==> src/hw/rtl/bir_pkg.sv <==
`timescale 1ns / 1ps
`default_nettype none

package bir_pkg;

    // default geometry and precision
    localparam int DEF_MAX_WIDTH  = 256;
    localparam int DEF_MAX_HEIGHT = 256;
    localparam int DEF_FRAC_BITS  = 16;

    // fixed field widths
    localparam int PIX_W      = 8;
    localparam int LOAD_W     = 8;
    localparam int QUERY_W    = 12;
    localparam int SCALE_W    = 24;
    localparam int SIZE_W     = 9;
    localparam int SCALE_FRAC = 16;
    localparam int IN_DATA_W  = 48;
    localparam int OUT_DATA_W = 8;

    // configuration port
    localparam int CFG_IDX_W  = 2;
    localparam int CFG_DATA_W = 24;

    localparam logic [CFG_IDX_W-1:0] CFG_INV_SCALE  = 2'd0;
    localparam logic [CFG_IDX_W-1:0] CFG_SRC_WIDTH  = 2'd1;
    localparam logic [CFG_IDX_W-1:0] CFG_SRC_HEIGHT = 2'd2;

    localparam logic [SCALE_W-1:0] RST_INV_SCALE  = 24'd65536;
    localparam logic [SIZE_W-1:0]  RST_SRC_WIDTH  = 9'd256;
    localparam logic [SIZE_W-1:0]  RST_SRC_HEIGHT = 9'd256;

    // neighbour being fetched from the frame store
    typedef enum logic [1:0] {
        RD_00 = 2'd0,
        RD_10 = 2'd1,
        RD_01 = 2'd2,
        RD_11 = 2'd3
    } t_rd_sel;

    typedef struct packed {
        logic    load_wr;
        logic    capture;
        logic    map;
        logic    clamp;
        t_rd_sel rd_sel;
        logic    row_first;
        logic    row_second;
        logic    sum_first;
        logic    sum_second;
        logic    out_load;
    } t_dp_cmd;

endpackage

`default_nettype wire

==> src/hw/rtl/bir_ctrl.sv <==
`timescale 1ns / 1ps
`default_nettype none

module bir_ctrl
    import bir_pkg::*;
(
    input  wire logic i_clk,
    input  wire logic i_rst_n,
    input  wire logic i_in_valid,
    input  wire logic i_in_query,
    output logic      o_in_ready,
    input  wire logic i_out_ready,
    output logic      o_out_valid,
    output t_dp_cmd   o_cmd
);

    typedef enum logic [9:0] {
        S_IDLE  = 10'b00_0000_0001,
        S_MAP   = 10'b00_0000_0010,
        S_CLAMP = 10'b00_0000_0100,
        S_RD0   = 10'b00_0000_1000,
        S_RD1   = 10'b00_0001_0000,
        S_RD2   = 10'b00_0010_0000,
        S_RD3   = 10'b00_0100_0000,
        S_D3    = 10'b00_1000_0000,
        S_SUM   = 10'b01_0000_0000,
        S_OUT   = 10'b10_0000_0000
    } t_state;

    t_state  r_state, n_state;
    logic    r_out_valid, n_out_valid;
    t_dp_cmd cmd;

    always_comb begin
        cmd     = '0;
        n_state = r_state;
        case (r_state)
            S_IDLE: begin
                if (i_in_valid) begin
                    if (i_in_query) begin
                        cmd.capture = 1'b1;
                        n_state     = S_MAP;
                    end else begin
                        cmd.load_wr = 1'b1;
                    end
                end
            end
            S_MAP: begin
                cmd.map = 1'b1;
                n_state = S_CLAMP;
            end
            S_CLAMP: begin
                cmd.clamp = 1'b1;
                n_state   = S_RD0;
            end
            S_RD0: begin
                cmd.rd_sel = RD_00;
                n_state    = S_RD1;
            end
            S_RD1: begin
                cmd.rd_sel    = RD_10;
                cmd.row_first = 1'b1;
                n_state       = S_RD2;
            end
            S_RD2: begin
                cmd.rd_sel     = RD_01;
                cmd.row_second = 1'b1;
                n_state        = S_RD3;
            end
            S_RD3: begin
                // upper row is complete: fold it in while the lower row starts
                cmd.rd_sel    = RD_11;
                cmd.row_first = 1'b1;
                cmd.sum_first = 1'b1;
                n_state       = S_D3;
            end
            S_D3: begin
                cmd.row_second = 1'b1;
                n_state        = S_SUM;
            end
            S_SUM: begin
                cmd.sum_second = 1'b1;
                n_state        = S_OUT;
            end
            S_OUT: begin
                if (!r_out_valid || i_out_ready) begin
                    cmd.out_load = 1'b1;
                    n_state      = S_IDLE;
                end
            end
            default: begin
                n_state = S_IDLE;
            end
        endcase
    end

    always_comb begin
        if (cmd.out_load) begin
            n_out_valid = 1'b1;
        end else if (i_out_ready) begin
            n_out_valid = 1'b0;
        end else begin
            n_out_valid = r_out_valid;
        end
    end

    always_ff @(posedge i_clk) begin
        if (!i_rst_n) begin
            r_state     <= S_IDLE;
            r_out_valid <= 1'b0;
        end else begin
            r_state     <= n_state;
            r_out_valid <= n_out_valid;
        end
    end

    assign o_in_ready  = (r_state == S_IDLE);
    assign o_out_valid = r_out_valid;
    assign o_cmd       = cmd;

endmodule

`default_nettype wire

==> config.mk <==
export PLATFORM = sky130hd
export DESIGN_NAME = bir_ctrl
export DESIGN_NICKNAME = d
export VERILOG_FILES = /design/src/hw/rtl/bir_pkg.sv /design/src/hw/rtl/bir_ctrl.sv
export SDC_FILE = /design/constraint.sdc
export NUM_CORES = 1
export LEC_CHECK = 0
export BUFFER_PORTS_ARGS = -buffer_cell sky130_fd_sc_hd__buf_2
export CAP_MARGIN = 20
export CELL_PAD_IN_SITES_DETAIL_PLACEMENT = 1
export CELL_PAD_IN_SITES_GLOBAL_PLACEMENT = 1
export CORE_MARGIN = 5
export CORE_UTILIZATION = 42
export CTS_BUF_LIST = sky130_fd_sc_hd__clkbuf_4
export DETAILED_ROUTE_END_ITERATION = 12
export HOLD_SLACK_MARGIN = 0.06
export PLACE_DENSITY = 0.89
export SETUP_SLACK_MARGIN = 0.02
export SKIP_CTS_REPAIR_TIMING = 1
export SLEW_MARGIN = 20
export SYNTH_ARGS = -nofsm -noshare
export SYNTH_HDL_FRONTEND = slang
export SYNTH_SLANG_ARGS = --single-unit
==> constraint.sdc <==
create_clock -name i_clk -period 3.5 [get_ports i_clk]
set_clock_uncertainty 0.15 [all_clocks]
set_input_delay 0.525 -clock i_clk [delete_from_list [all_inputs] [get_ports i_clk]]
set_output_delay 0.525 -clock i_clk [all_outputs]
set_load 0.005 [all_outputs]
==> summary.md <==
The area added between synthesis and finish is 13.4%. The flow ran to the end, and the final reports show no timing, DRC or antenna violations. Yosys printed 0 warnings. For the placer congestion estimate, the log shows 0.837. The total negative setup slack was 0 ps. The worst register-to-register path begins at r_state[5]. In this run the count of I/O pins placed on the die edge is 18. The average instance in the mapped netlist occupies 8.63 um^2. Clock-pin transition on the worst setup and hold timing paths: 80 ps. The total count of hold-check failures in the final report came out at 0. The largest fanout on the critical path was 9; the final-report setup violation count was 0. The normalized max-slew margin is 0.678, and the total design power is 0.257 mW.

The tools report the category of the worst setup path launch point as a flop. The worst register-to-register path ends at r_state[3]. Entering global routing, the biggest net connects 11 pins.

For this design the static power due to leakage is 0.312 nW. The number of cells on the worst reg-to-reg path is 4. After synthesis the netlist holds a flip-flop and latch count of 11. Leaving out filler cells and counting taps, the final layout contains 110. For the finished layout, the period the worst path requires is 2640 ps. Synthesis handed over a netlist of 78 instances. For the number of max-slew violations in the final report, the log shows 0. The tools report the global-route usage over all layers as 0.150.

In this run the core area contains 14 standard-cell rows. For the antenna diode instance count, the log shows 0. The power density over the cells is 337 nW/um^2. The first-pass GRT wire length came out at 2950 um. The worst setup path is captured at an output port. TritonCTS built the clock tree. Most common cell after layout, fill and taps aside: buf_2. Routed wire length: 1670 um. The worst hold path belongs to the class flop to flop. For the pin with the worst max-slew slack, the measured transition is 479 ps. The mean routed wirelength per cell was 15.2 um; the number of instances on the worst hold path was 2. The share of cells above drive strength 1 is 0.298, and the final cycle utilization of the critical path is 0.755.

For the number of nets in the synthesized netlist, the log shows 83. Sequential area share after synthesis: 0.327. After filler insertion, the fill cell instance count of the layout stands at 204. The tools report the end point of the worst hold path as o_out_valid. The maximum clock path buffer count is 2, and the residual overflow from global routing is 0. For the initial antenna violation count, the log shows 0.

Setup repair after global routing left no endpoint under its margin. The half-perimeter wire length of the detailed placement result was 1320 um. Via count of the first global-routing pass: 654. The core region is 1510 um^2.

Data arrives at the worst endpoint at 1970 ps. The total via count after detailed routing is 613. The logs give 29 for the number of distinct standard cells referenced by the synthesized netlist and 0 for the number of routed nets with antenna violations. The tools report the number of H-tree levels as 1. The die is 50.0 um tall. Critical hold path startpoint: o_out_valid.

After the first detailed-routing iteration, the DRC count stood at 17. The number of nets in the final layout came out at 100. Cell count after placement: 106. For flop-to-flop paths, the worst setup slack is 1480 ps.

The number of vias per cell after detailed routing works out to 5.57. The top cell types in the final layout, fill and taps aside, are buf_2 (17), dfxtp_1 (11), nor2_1 (8), nand2_1 (8), nor3_1 (7). Peak supply drop: 160 uV. The required time reported for the critical path endpoint was 2820 ps; the detailed-route DRC error count was 0. The synthesized netlist occupies a cell area of 673 um^2. The tool flagged a number of max-cap violations equal to 0. The critical path is of the flop to output port type.

The source-to-sink clock delay at the later pin of the worst-skew pair came out at 270 ps. For this run, the top clock speed supported by timing is 378 MHz. The number of sinks on the clock net was 11; the number of port buffers was 17. The starting density of the core is 0.447, and the CTS buffer count is 3. The run gives 4 as the number of optimization iterations in the first detailed-route pass. Floorplan die area: 2500 um^2. The tree is rooted in a clkbuf_4. The chip width came out at 50.0 um.
[metrics by stage]
stage	util	setup WS [ps]	hold WS, ps	cell area [um^2]
CTS	0.507	861	369	763
finish	0.507	856	368	763
floorplan	-	1300	327	673
global route	0.507	774	378	763
global placement	0.487	1200	326	733
detailed placement	0.487	1160	362	733
[final cells by class]
class / instances / area [um^2] / area share
Clock buffer: 4 / 30.0 / 0.0393
Inverter: 1 / 3.75 / 0.00492
Multi-Input combinational cell: 61 / 404 / 0.530
Sequential cell: 11 / 220 / 0.289
Tap cell: 16 / 20.0 / 0.0262
Timing Repair Buffer: 17 / 85.1 / 0.111
[synth_stat cells (all sizes together)]
| master | count | area share |
|---|---|---|
| xor2 | 2 | 0.026 |
| nand4 | 1 | 0.0093 |
| nor4 | 7 | 0.087 |
| a21boi | 2 | 0.022 |
| or4 | 1 | 0.017 |
| and3b | 1 | 0.013 |
| nor3 | 8 | 0.076 |
| or4b | 1 | 0.020 |
| inv | 1 | 0.0056 |
| or3b | 1 | 0.013 |
| nand2 | 8 | 0.045 |
| or3 | 1 | 0.017 |
| dfxtp | 11 | 0.33 |
| xnor2 | 3 | 0.039 |
| o31ai | 1 | 0.011 |
| a21oi | 1 | 0.0074 |
| a31oi | 2 | 0.019 |
| buf | 5 | 0.067 |
| nand3b | 3 | 0.033 |
| nand3 | 1 | 0.0074 |
| and2 | 4 | 0.037 |
| a21bo | 1 | 0.015 |
| and4 | 1 | 0.013 |
| nand2b | 2 | 0.019 |
| nor2 | 8 | 0.045 |
| nor2b | 1 | 0.0093 |
[cell families after synthesis]
logic type                share of synthesized area
buffers and inverters                        0.0725
and+or+nand+nor                               0.461
DFF                                           0.327
AOI/OAI and AO/OA                            0.0743
xor gates and xnor gates                     0.0651
[state kept, by name, indices dropped and copies added, names as in the netlist]
| register | flops |
|---|---|
| r_state | 10 |
| o_out_valid | 1 |
[worst max-delay path, stage by stage (launching register included)]
cell and delay [ps]:
dfxtp_1 410, or4_4 590, or3_4 380, nor3_4 190, buf_2 130
[worst max-delay path by stage]
stage / start / to / slack [ps] / depth (start not counted)
floorplan: r_state[4] / o_cmd[9] / 1300 / 4
global placement: r_state[5] / o_cmd[9] / 1200 / 4
detailed placement: r_state[5] / o_cmd[9] / 1160 / 4
CTS: r_state[5] / o_cmd[9] / 860 / 4
global route: r_state[5] / o_cmd[9] / 770 / 4
finish: r_state[5] / o_cmd[9] / 860 / 4
[layer usage]
layer  track usage  vias to the layer above  wire length, um
met4        0.0393                        0               12
met5             0                        -                0
met2         0.245                       12              821
li1              -                      310                -
met3        0.0482                        2               86
met1         0.188                      289              748
[power by group]
part | leakage [nW] | internal (mW) | switching (mW)
clock | 0.0184 | 0.0518 | 0.0459
sequential | 0.0889 | 0.127 | 0.00140
combinational | 0.204 | 0.0133 | 0.0181
total | 0.312 | 0.192 | 0.0654
Note: power is estimated with default switching activity, not from simulation.
